[src/twg_pkg.sv]
// twg_pkg: shared constants, codes and types for the tone waveform generator
// used by twg_arith and tone_waveform_generator; depends on nothing else
package twg_pkg;

    // field and register widths
    localparam int PEAK_W    = 12;
    localparam int TONE_W    = 15;
    localparam int SAMPLE_W  = 16;
    localparam int ELAPSED_W = 16;
    localparam int PERIOD_W  = 16;

    // reset values of the configuration registers
    localparam logic [PEAK_W-1:0] PEAK_RESET = PEAK_W'(100);
    localparam logic [TONE_W-1:0] TONE_RESET = TONE_W'(250);

    // timing constants
    localparam int TIMEOUT_TICKS = 44165;
    localparam int SQUARE_RATE   = 41000;

    // time constant K in Q0.32, rounded products keep the bits above ROUND_SHIFT
    localparam int               K_W         = 17;
    localparam logic [K_W-1:0]   K_Q32       = K_W'(97250);
    localparam int               K_IDX_W     = $clog2(K_W);
    localparam int               ROUND_SHIFT = 32;

    // multiplier operand is peak * tone, doubled for the triangle
    localparam int MUL_X_W = PEAK_W + TONE_W + 1;
    localparam int ACC_W   = MUL_X_W + K_W + 1;
    localparam int STEP_W  = ACC_W - ROUND_SHIFT;

    // square period divider: (2*rate + f) / (2*f)
    localparam int DIVISOR_W  = TONE_W + 1;
    localparam int REM_W      = DIVISOR_W + 1;
    localparam int DIVIDEND_W = $clog2(2 * SQUARE_RATE + 2 ** TONE_W);

    // iteration counter of the shared unit
    localparam int ITER_MAX = (K_W > DIVIDEND_W) ? K_W : DIVIDEND_W;
    localparam int CNT_W    = $clog2(ITER_MAX);

    // configuration port
    localparam int                   CFG_IDX_W  = 1;
    localparam int                   CFG_DATA_W = TONE_W;
    localparam logic [CFG_IDX_W-1:0] CFG_PEAK   = 1'b0;
    localparam logic [CFG_IDX_W-1:0] CFG_TONE   = 1'b1;

    // item opcodes
    localparam logic OP_TICK  = 1'b0;
    localparam logic OP_START = 1'b1;

    typedef enum logic [1:0] {
        MODE_OFF    = 2'd0,
        MODE_TRI    = 2'd1,
        MODE_SAW    = 2'd2,
        MODE_SQUARE = 2'd3
    } wave_t;

    typedef enum logic {
        AOP_MUL = 1'b0,
        AOP_DIV = 1'b1
    } arith_op_t;

    typedef struct packed {
        logic      start;
        arith_op_t op;
    } arith_req_t;

    typedef struct packed {
        logic busy;
        logic done;
    } arith_rsp_t;

    typedef enum logic [2:0] {
        S_IDLE = 3'b001,
        S_CALC = 3'b010,
        S_PUSH = 3'b100
    } state_t;

endpackage

[src/twg_arith.sv]
// twg_arith: shared shift-add / shift-subtract unit, one bit per cycle
// rounds x*K to Q0 or divides for the square period; depends on twg_pkg
module twg_arith
    import twg_pkg::*;
(
    input  logic                  clk,
    input  logic                  rst_n,
    input  arith_req_t            req,
    input  logic [MUL_X_W-1:0]    mul_x,
    input  logic [DIVIDEND_W-1:0] div_n,
    input  logic [DIVISOR_W-1:0]  div_d,
    output arith_rsp_t            rsp,
    output logic [PERIOD_W-1:0]   result
);

    arith_op_t        op_reg;
    logic             busy_reg;
    logic             done_reg;
    logic [CNT_W-1:0] cnt_reg;
    logic [ACC_W-1:0] acc_reg;
    logic [ACC_W-1:0] mcand_reg;

    arith_op_t        op_next;
    logic             busy_next;
    logic             done_next;
    logic [CNT_W-1:0] cnt_next;
    logic [ACC_W-1:0] acc_next;
    logic [ACC_W-1:0] mcand_next;

    logic [REM_W-1:0]      rem;
    logic [DIVIDEND_W-1:0] quot;
    logic [REM_W-1:0]      shifted;
    logic [ACC_W-1:0]      add_a;
    logic [ACC_W-1:0]      add_b;
    logic                  add_cin;
    logic [ACC_W-1:0]      sum;
    logic                  ge;
    logic                  last;
    logic                  k_bit;

    // divider view of the accumulator: remainder above, dividend/quotient below
    assign rem     = acc_reg[DIVIDEND_W +: REM_W];
    assign quot    = acc_reg[DIVIDEND_W-1:0];
    assign shifted = {rem[REM_W-2:0], quot[DIVIDEND_W-1]};
    assign k_bit   = K_Q32[cnt_reg[K_IDX_W-1:0]];

    // the one adder, shared by both operations
    always_comb
    begin
        if (op_reg == AOP_MUL)
        begin
            add_a   = acc_reg;
            add_b   = mcand_reg;
            add_cin = 1'b0;
        end
        else
        begin
            add_a   = ACC_W'(shifted);
            add_b   = ~ACC_W'(div_d);
            add_cin = 1'b1;
        end
        sum = add_a + add_b + ACC_W'(add_cin);
    end

    assign ge   = ~sum[ACC_W-1];
    assign last = (op_reg == AOP_MUL) ? (cnt_reg == CNT_W'(K_W - 1))
                                      : (cnt_reg == CNT_W'(DIVIDEND_W - 1));

    // sequencer
    always_comb
    begin
        op_next    = op_reg;
        busy_next  = busy_reg;
        done_next  = 1'b0;
        cnt_next   = cnt_reg;
        acc_next   = acc_reg;
        mcand_next = mcand_reg;
        if (req.start)
        begin
            op_next   = req.op;
            busy_next = 1'b1;
            cnt_next  = '0;
            if (req.op == AOP_MUL)
            begin
                // rounding half preloaded into the accumulator
                acc_next   = ACC_W'(1) << (ROUND_SHIFT - 1);
                mcand_next = ACC_W'(mul_x);
            end
            else
            begin
                acc_next = ACC_W'(div_n);
            end
        end
        else if (busy_reg)
        begin
            cnt_next = cnt_reg + CNT_W'(1);
            if (op_reg == AOP_MUL)
            begin
                if (k_bit)
                begin
                    acc_next = sum;
                end
                mcand_next = mcand_reg << 1;
            end
            else
            begin
                acc_next = ACC_W'({(ge ? sum[REM_W-1:0] : shifted),
                                   quot[DIVIDEND_W-2:0], ge});
            end
            if (last)
            begin
                busy_next = 1'b0;
                done_next = 1'b1;
            end
        end
    end

    always_ff @(posedge clk or negedge rst_n)
    begin
        if (!rst_n)
        begin
            busy_reg <= 1'b0;
            done_reg <= 1'b0;
            op_reg   <= AOP_MUL;
            cnt_reg  <= '0;
        end
        else
        begin
            busy_reg <= busy_next;
            done_reg <= done_next;
            op_reg   <= op_next;
            cnt_reg  <= cnt_next;
        end
    end

    always_ff @(posedge clk)
    begin
        acc_reg   <= acc_next;
        mcand_reg <= mcand_next;
    end

    assign rsp.busy = busy_reg;
    assign rsp.done = done_reg;
    assign result   = (op_reg == AOP_MUL) ? PERIOD_W'(acc_reg[ACC_W-1:ROUND_SHIFT])
                                          : acc_reg[PERIOD_W-1:0];

    // checks
    a_start_idle: assert property (@(posedge clk) disable iff (!rst_n)
        req.start |-> !busy_reg)
        else $error("arith unit started while busy");

    a_done_after_busy: assert property (@(posedge clk) disable iff (!rst_n)
        done_reg |-> $past(busy_reg))
        else $error("arith done without a running operation");

    a_done_not_busy: assert property (@(posedge clk) disable iff (!rst_n)
        !(busy_reg && done_reg))
        else $error("arith busy and done together");

    a_mul_count: assert property (@(posedge clk) disable iff (!rst_n)
        (busy_reg && op_reg == AOP_MUL) |-> cnt_reg <= CNT_W'(K_W - 1))
        else $error("multiply ran past the constant width");

endmodule

[src/tone_waveform_generator.sv]
// tone_waveform_generator: top level of the per-sample tone generator
// holds mode, waveform state and handshakes; depends on twg_pkg and twg_arith
//
// Each tick transaction yields one DAC sample for the current mode (off, triangle,
// sawtooth, square); a start transaction selects the mode and returns the held
// sample. A start or a tick while off goes straight from acceptance to the push
// state, which loads the output register. A tick in triangle, sawtooth or square
// mode first runs the calculation state: the step and the square period come from
// one shared shift-add / shift-subtract unit that handles one bit per cycle (17
// multiplier bits of K, 17 quotient bits); its registered done flag ends the
// calculation, which updates the waveform state, and the push state then loads the
// output register. A stalled output holds the push state while the result register
// stays full. Items are taken one at a time; the next may be accepted while the
// previous result still waits at the output register. Configuration writes are
// taken every cycle.
module tone_waveform_generator
    import twg_pkg::*;
(
    input  logic                  clk,
    input  logic                  rst_n,
    input  logic                  item_valid,
    output logic                  item_stall,
    input  logic                  opcode,
    input  logic [1:0]            wave_select,
    output logic                  result_valid,
    input  logic                  result_stall,
    output logic [SAMPLE_W-1:0]   dac_sample,
    output logic [1:0]            active_wave,
    input  logic                  cfg_valid,
    output logic                  cfg_ready,
    input  logic [CFG_IDX_W-1:0]  cfg_index,
    input  logic [CFG_DATA_W-1:0] cfg_data
);

    state_t               state_reg,        state_next;
    logic [PEAK_W-1:0]    peak_reg,         peak_next;
    logic [TONE_W-1:0]    tone_reg,         tone_next;
    wave_t                mode_reg,         mode_next;
    wave_t                wave_reg,         wave_next;
    logic [ELAPSED_W-1:0] elapsed_reg,      elapsed_next;
    logic [SAMPLE_W-1:0]  tri_level_reg,    tri_level_next;
    logic                 tri_up_reg,       tri_up_next;
    logic [SAMPLE_W-1:0]  saw_level_reg,    saw_level_next;
    logic                 sq_phase_reg,     sq_phase_next;
    logic [SAMPLE_W-1:0]  sq_counter_reg,   sq_counter_next;
    logic [SAMPLE_W-1:0]  held_reg,         held_next;
    logic                 result_valid_reg, result_valid_next;
    logic [SAMPLE_W-1:0]  dac_sample_reg,   dac_sample_next;
    wave_t                active_wave_reg,  active_wave_next;

    logic                          accept;
    logic [TONE_W-1:0]             tone_nz;
    logic [PEAK_W+TONE_W-1:0]      peak_tone;
    logic [ELAPSED_W-1:0]          elapsed_inc;
    arith_req_t                    arith_req;
    arith_rsp_t                    arith_rsp;
    logic [MUL_X_W-1:0]            mul_x;
    logic [DIVIDEND_W-1:0]         div_n;
    logic [DIVISOR_W-1:0]          div_d;
    logic [PERIOD_W-1:0]           arith_result;
    logic [SAMPLE_W-1:0]           step;
    logic [SAMPLE_W-1:0]           peak_ext;
    logic                          tri_up_w;
    logic [SAMPLE_W-1:0]           saw_base;
    logic [SAMPLE_W:0]             sq_count_inc;

    assign accept     = item_valid && !item_stall;
    assign item_stall = (state_reg != S_IDLE);
    assign cfg_ready  = 1'b1;

    // operands for the shared unit, a zero tone counts as one in the divider
    assign tone_nz   = (tone_reg == '0) ? TONE_W'(1) : tone_reg;
    assign peak_tone = {{TONE_W{1'b0}}, peak_reg} * {{PEAK_W{1'b0}}, tone_reg};
    assign mul_x     = (mode_reg == MODE_TRI) ? {peak_tone, 1'b0} : {1'b0, peak_tone};
    assign div_n     = DIVIDEND_W'(2 * SQUARE_RATE) + DIVIDEND_W'(tone_nz);
    assign div_d     = {tone_nz, 1'b0};

    assign arith_req.start = accept && (opcode == OP_TICK) && (mode_reg != MODE_OFF);
    assign arith_req.op    = (mode_reg == MODE_SQUARE) ? AOP_DIV : AOP_MUL;

    twg_arith u_arith (
        .clk    (clk),
        .rst_n  (rst_n),
        .req    (arith_req),
        .mul_x  (mul_x),
        .div_n  (div_n),
        .div_d  (div_d),
        .rsp    (arith_rsp),
        .result (arith_result)
    );

    // waveform step helpers
    assign step         = SAMPLE_W'(arith_result[STEP_W-1:0]);
    assign peak_ext     = SAMPLE_W'(peak_reg);
    assign tri_up_w     = tri_up_reg && !(tri_level_reg > peak_ext);
    assign saw_base     = (saw_level_reg > peak_ext) ? '0 : saw_level_reg;
    assign sq_count_inc = {1'b0, sq_counter_reg} + (SAMPLE_W + 1)'(1);
    assign elapsed_inc  = (elapsed_reg == '1) ? elapsed_reg : elapsed_reg + ELAPSED_W'(1);

    // sequencer and state update
    always_comb
    begin
        state_next        = state_reg;
        peak_next         = peak_reg;
        tone_next         = tone_reg;
        mode_next         = mode_reg;
        wave_next         = wave_reg;
        elapsed_next      = elapsed_reg;
        tri_level_next    = tri_level_reg;
        tri_up_next       = tri_up_reg;
        saw_level_next    = saw_level_reg;
        sq_phase_next     = sq_phase_reg;
        sq_counter_next   = sq_counter_reg;
        held_next         = held_reg;
        result_valid_next = result_valid_reg;
        dac_sample_next   = dac_sample_reg;
        active_wave_next  = active_wave_reg;

        // configuration writes
        if (cfg_valid && cfg_ready)
        begin
            unique case (cfg_index)
                CFG_PEAK: peak_next = cfg_data[PEAK_W-1:0];
                CFG_TONE: tone_next = cfg_data[TONE_W-1:0];
                default:  ;
            endcase
        end

        // result taken downstream
        if (result_valid_reg && !result_stall)
        begin
            result_valid_next = 1'b0;
        end

        unique case (state_reg)
            S_IDLE:
            begin
                if (accept)
                begin
                    if (opcode == OP_START)
                    begin
                        mode_next    = wave_t'(wave_select);
                        elapsed_next = '0;
                        state_next   = S_PUSH;
                    end
                    else if (mode_reg == MODE_OFF)
                    begin
                        elapsed_next = '0;
                        held_next    = '0;
                        state_next   = S_PUSH;
                    end
                    else
                    begin
                        // timeout falls back to off, this tick still plays
                        wave_next    = mode_reg;
                        elapsed_next = elapsed_inc;
                        if (elapsed_inc >= ELAPSED_W'(TIMEOUT_TICKS))
                        begin
                            elapsed_next = '0;
                            mode_next    = MODE_OFF;
                        end
                        state_next = S_CALC;
                    end
                end
            end

            S_CALC:
            begin
                if (arith_rsp.done)
                begin
                    case (wave_reg)
                        MODE_TRI:
                        begin
                            tri_up_next = tri_up_w;
                            if (tri_up_w)
                            begin
                                tri_level_next = tri_level_reg + step;
                            end
                            else if (tri_level_reg < step)
                            begin
                                tri_up_next = 1'b1;
                            end
                            else
                            begin
                                tri_level_next = tri_level_reg - step;
                            end
                            held_next = tri_up_w ? tri_level_reg + step :
                                        (tri_level_reg < step) ? tri_level_reg :
                                        tri_level_reg - step;
                        end
                        MODE_SAW:
                        begin
                            saw_level_next = saw_base + step;
                            held_next      = saw_base + step;
                        end
                        MODE_SQUARE:
                        begin
                            if (sq_count_inc > {1'b0, arith_result})
                            begin
                                sq_counter_next = '0;
                                sq_phase_next   = !sq_phase_reg;
                                held_next       = !sq_phase_reg ? peak_ext : '0;
                            end
                            else
                            begin
                                sq_counter_next = sq_count_inc[SAMPLE_W-1:0];
                            end
                        end
                        default: ;
                    endcase
                    state_next = S_PUSH;
                end
            end

            S_PUSH:
            begin
                // output register free or being emptied this cycle
                if (!result_valid_reg || !result_stall)
                begin
                    dac_sample_next   = held_reg;
                    active_wave_next  = mode_reg;
                    result_valid_next = 1'b1;
                    state_next        = S_IDLE;
                end
            end

            default:
            begin
                state_next = S_IDLE;
            end
        endcase
    end

    // control state and waveform state
    always_ff @(posedge clk or negedge rst_n)
    begin
        if (!rst_n)
        begin
            state_reg        <= S_IDLE;
            peak_reg         <= PEAK_RESET;
            tone_reg         <= TONE_RESET;
            mode_reg         <= MODE_OFF;
            wave_reg         <= MODE_OFF;
            elapsed_reg      <= '0;
            tri_level_reg    <= '0;
            tri_up_reg       <= 1'b1;
            saw_level_reg    <= '0;
            sq_phase_reg     <= 1'b0;
            sq_counter_reg   <= '0;
            held_reg         <= '0;
            result_valid_reg <= 1'b0;
        end
        else
        begin
            state_reg        <= state_next;
            peak_reg         <= peak_next;
            tone_reg         <= tone_next;
            mode_reg         <= mode_next;
            wave_reg         <= wave_next;
            elapsed_reg      <= elapsed_next;
            tri_level_reg    <= tri_level_next;
            tri_up_reg       <= tri_up_next;
            saw_level_reg    <= saw_level_next;
            sq_phase_reg     <= sq_phase_next;
            sq_counter_reg   <= sq_counter_next;
            held_reg         <= held_next;
            result_valid_reg <= result_valid_next;
        end
    end

    // output payload
    always_ff @(posedge clk)
    begin
        dac_sample_reg  <= dac_sample_next;
        active_wave_reg <= active_wave_next;
    end

    assign result_valid = result_valid_reg;
    assign dac_sample   = dac_sample_reg;
    assign active_wave  = active_wave_reg;

    // checks
    a_done_in_calc: assert property (@(posedge clk) disable iff (!rst_n)
        arith_rsp.done |-> state_reg == S_CALC)
        else $error("arith result arrived outside calculation");

    a_off_clears_elapsed: assert property (@(posedge clk) disable iff (!rst_n)
        (mode_reg == MODE_OFF) |-> elapsed_reg == '0)
        else $error("elapsed counter running while off");

    a_result_from_push: assert property (@(posedge clk) disable iff (!rst_n)
        $rose(result_valid_reg) |-> $past(state_reg) == S_PUSH)
        else $error("result raised outside push state");

    a_accept_leaves_idle: assert property (@(posedge clk) disable iff (!rst_n)
        accept |=> state_reg != S_IDLE)
        else $error("accepted transaction left no work");

endmodule
[config.mk]
export PLATFORM = sky130hd
export DESIGN_NAME = tone_waveform_generator
export DESIGN_NICKNAME = d
export VERILOG_FILES = /design/src/twg_pkg.sv /design/src/twg_arith.sv /design/src/tone_waveform_generator.sv
export SDC_FILE = /design/constraint.sdc
export NUM_CORES = 1
export LEC_CHECK = 0
export ABC_AREA = 1
export BUFFER_PORTS_ARGS = -buffer_cell sky130_fd_sc_hd__buf_2
export CAP_MARGIN = 20
export CORE_AREA = 8 8 215 217
export DETAILED_ROUTE_END_ITERATION = 16
export DIE_AREA = 0 0 223 225
export MAX_ROUTING_LAYER = met4
export PLACE_DENSITY_LB_ADDON = 0.25
export REMOVE_ABC_BUFFERS = 1
export SYNTH_ARGS = -nofsm -noshare
export SYNTH_HDL_FRONTEND = slang
export SYNTH_SLANG_ARGS = --single-unit
[constraint.sdc]
create_clock -name clk -period 6.3 [get_ports clk]
set_clock_uncertainty 0.1 [all_clocks]
set_input_delay 0.63 -clock clk [delete_from_list [all_inputs] [get_ports clk]]
set_output_delay 0.63 -clock clk [all_outputs]
set_load 0.02 [all_outputs]
==> results.md <==
- Status: finished, final reports clean
- Final ANT Viol Nets: 0
- Layout net count: roughly 4k
- Main combinational cell family by area after synthesis: simple AND/OR/NAND/NOR gates
- Crit Path Max Fanout: 16
- Die width: 223 µm
- Initial drt markers: about 2.5k
- Share of cells above drive strength 1: 6.33%
- Max-slew violation count: 0
- Clk root buf: clkbuf_16
- Initial antenna violation count: 0
- ANT cells: 0
- Row cnt: 76
- RSZ-0062 raised after global routing: false
- Synth Area in XOR/XNOR: 2.53%
- #FFs+latches synth: 235
- Critical path arrival: 6.14 ns
- Vias in the first global route: 22.6k
- Post-CTS resize count: 0
- Mapped cell area: 25300 µm²
- Setup violators final: 0
- Rel. slew slack: 28.6%
- Worst hold path class: input port to asynchronous set/reset pin
- Post-synth top area cell: nand2_1
- First-pass GRT wire length: between 100 and 150 mm
- Post-Synth Adder-Cell Area: between 20% and 30%
- Hold_buf cts: 0
- Io pins: 45
- CTS tree: built
- Post-synthesis mux area share: 0.0445%
- Avg Inst Size Synth: 7.01 µm²
- Required time worst endpoint: 6.50 ns
- Gate count after technology mapping: 3608
- H-tree Lvls: 1
- Critical path startpoint category: register
- Final wirelength: around 73 mm
- Die Height: 225 µm
- Kind of critical path: register to register
- Cell with the most instances after synthesis: nand2_1
- Total CTS buffers: 29
- Compound-gate portion of the synthesized area: 11.2%
- Largest net degree at the start of global routing: 90
- Post-layout minimum cycle time: 5.94 ns
- Routed wire per std cell: 17.6 µm
- Post-synth top area share: 14.8%
- Clk slew on worst S/H paths: about 0.060 ns
- Core Area: 42700 µm²
- CTS sink count: 235
- Post-CTS Setup Bufs: 0
- Syn. warnings: 0
- DR pass1 iterations: 6
- Detailed-route DRC error count: 0
- MaxCap Viol Count: 0
- GR Util All Layers: ~30%
- I/O Buffers: 43
- Most frequent cells after synthesis: nand2_1, inv_1, nor2_1
- Ys flop type: dfrtp_1
- Post-synth EDFFs: 110
- Worst-margin pin slew: 1.07 ns
- Via count: 23.4k
- Vias per cell: 5.65
- DP Worst Slack: 0.466 ns
- Endpoints failing hold: 0
- Most area-consuming cells after synthesis: nand2_1, edfxtp_1, dfrtp_1, fa_1, ha_1
- Tcrit/Tclk final: 94.3%
- Async S/R FF share, synth: 53.2%
- Clock Latency Late Sink: 0.56 ns
- Worst setup margin: 0.359 ns
- Die footprint: 50200 µm²
- Setup_tns: 0 ns
- Max frequency: 0.168 GHz
- Clk buf depth: 3
- Simple-gate portion of the synthesized area: about 28%
- Routability congestion estimate: 1.01
- Area grow syn2layout: 6.23%
- Remaining Overflow, GRT: 0
- Dpl hpwl: 57.4 mm
- Worst hold slack: between 0.015 and 0.02 ns
- Critical Path Sink Type: register
- Register area share after synthesis: between 20 and 30%
- Netlist cell types: between 50 and 60
- Initial core utilization: 59.2%
layer usage:
| layer | wire length [µm] | part of all wire, % | global-route usage (%) |
|---|---|---|---|
| met2 | 33100 | 45 | 47.4 |
| met5 | 0 | 0 | - |
| met1 | 31700 | 44 | 39.7 |
| met4 | 2710 | 3.7 | 10.0 |
| met3 | 5320 | 7.3 | 3.60 |
path summary, 6_finish.rpt:
| check | depth (start not counted) | end | start | slack [ns] |
|---|---|---|---|---|
| setup / recovery | 18 | u_arith.mcand_reg[22] | tone_reg[2] | 0.36 |
| hold / removal | 1 | elapsed_reg[10] | rst_n | 0.02 |
| setup reg to reg | 18 | u_arith.mcand_reg[22] | tone_reg[2] | 0.36 |
| hold reg to reg | 0 | dac_sample[10] | held_reg[10] | 0.35 |
| max in group asynchronous | 2 | u_arith.op_reg | rst_n | 4.96 |
| min in group clk | 2 | tone_reg[12] | cfg_data[12] | 0.20 |
layout make-up:
type	instances	area, µm²
fill	3954	15800
inverter	633	2380
sequential	235	6450
timing repair buffer	69	429
multi-input combinational	2614	15900
tap	546	683
clock buffer	35	778
clock inverter	18	239
metrics by stage:
step	utilization, %	area [µm²]	std cells
2_1_floorplan	-	24700	3482
3_3_place_gp	60.5	25800	4096
3_5_place_dp	60.5	25800	4096
4_1_cts	62.9	26800	4149
5_1_grt	62.9	26900	4150
6_report	62.9	26900	4150
layout by cell type, fill, tap and decap left out, types with 16 or more instances in the layout:
cell / instances
buf_2: 42
o21ai_0: 195
dfrtp_1: 113
nand4_1: 40
or2_2: 29
o211ai_1: 16
clkbuf_16: 29
nand3_1: 245
nor2_1: 290
o21ai_1: 19
edfxtp_1: 110
a21oi_1: 163
o221ai_1: 19
nand2_1: 1000
nor3_1: 28
ha_1: 203
xor2_1: 49
o21bai_1: 16
inv_1: 616
buf_4: 25
fa_1: 134
xnor2_1: 24
critical path, cell delays in order (launching register included):
cell,delay (ns)
dfrtp_1,0.74
nand2_1,0.14
fa_1,0.51
fa_1,0.57
inv_1,0.07
fa_1,0.50
fa_1,0.54
inv_1,0.06
fa_1,0.56
inv_1,0.05
ha_1,0.37
a21oi_1,0.25
o21ai_0,0.16
a21oi_1,0.19
o21ai_0,0.17
a21o_1,0.21
or2_2,0.28
nand3_1,0.09
nand3_1,0.08
logic make-up after synthesis:
| logic type | after synthesis |
|---|---|
| compound gates | 501 |
| xor+xnor | 73 |
| fa+ha+maj | 337 |
| buf+inv | 760 |
| flops | 235 |
| mux | 1 |
| other cells | 2 |
| simple gates | 1699 |
Power is not shown: default switching activity piles up to over one toggle a cycle in this logic, so the estimate is an artifact.
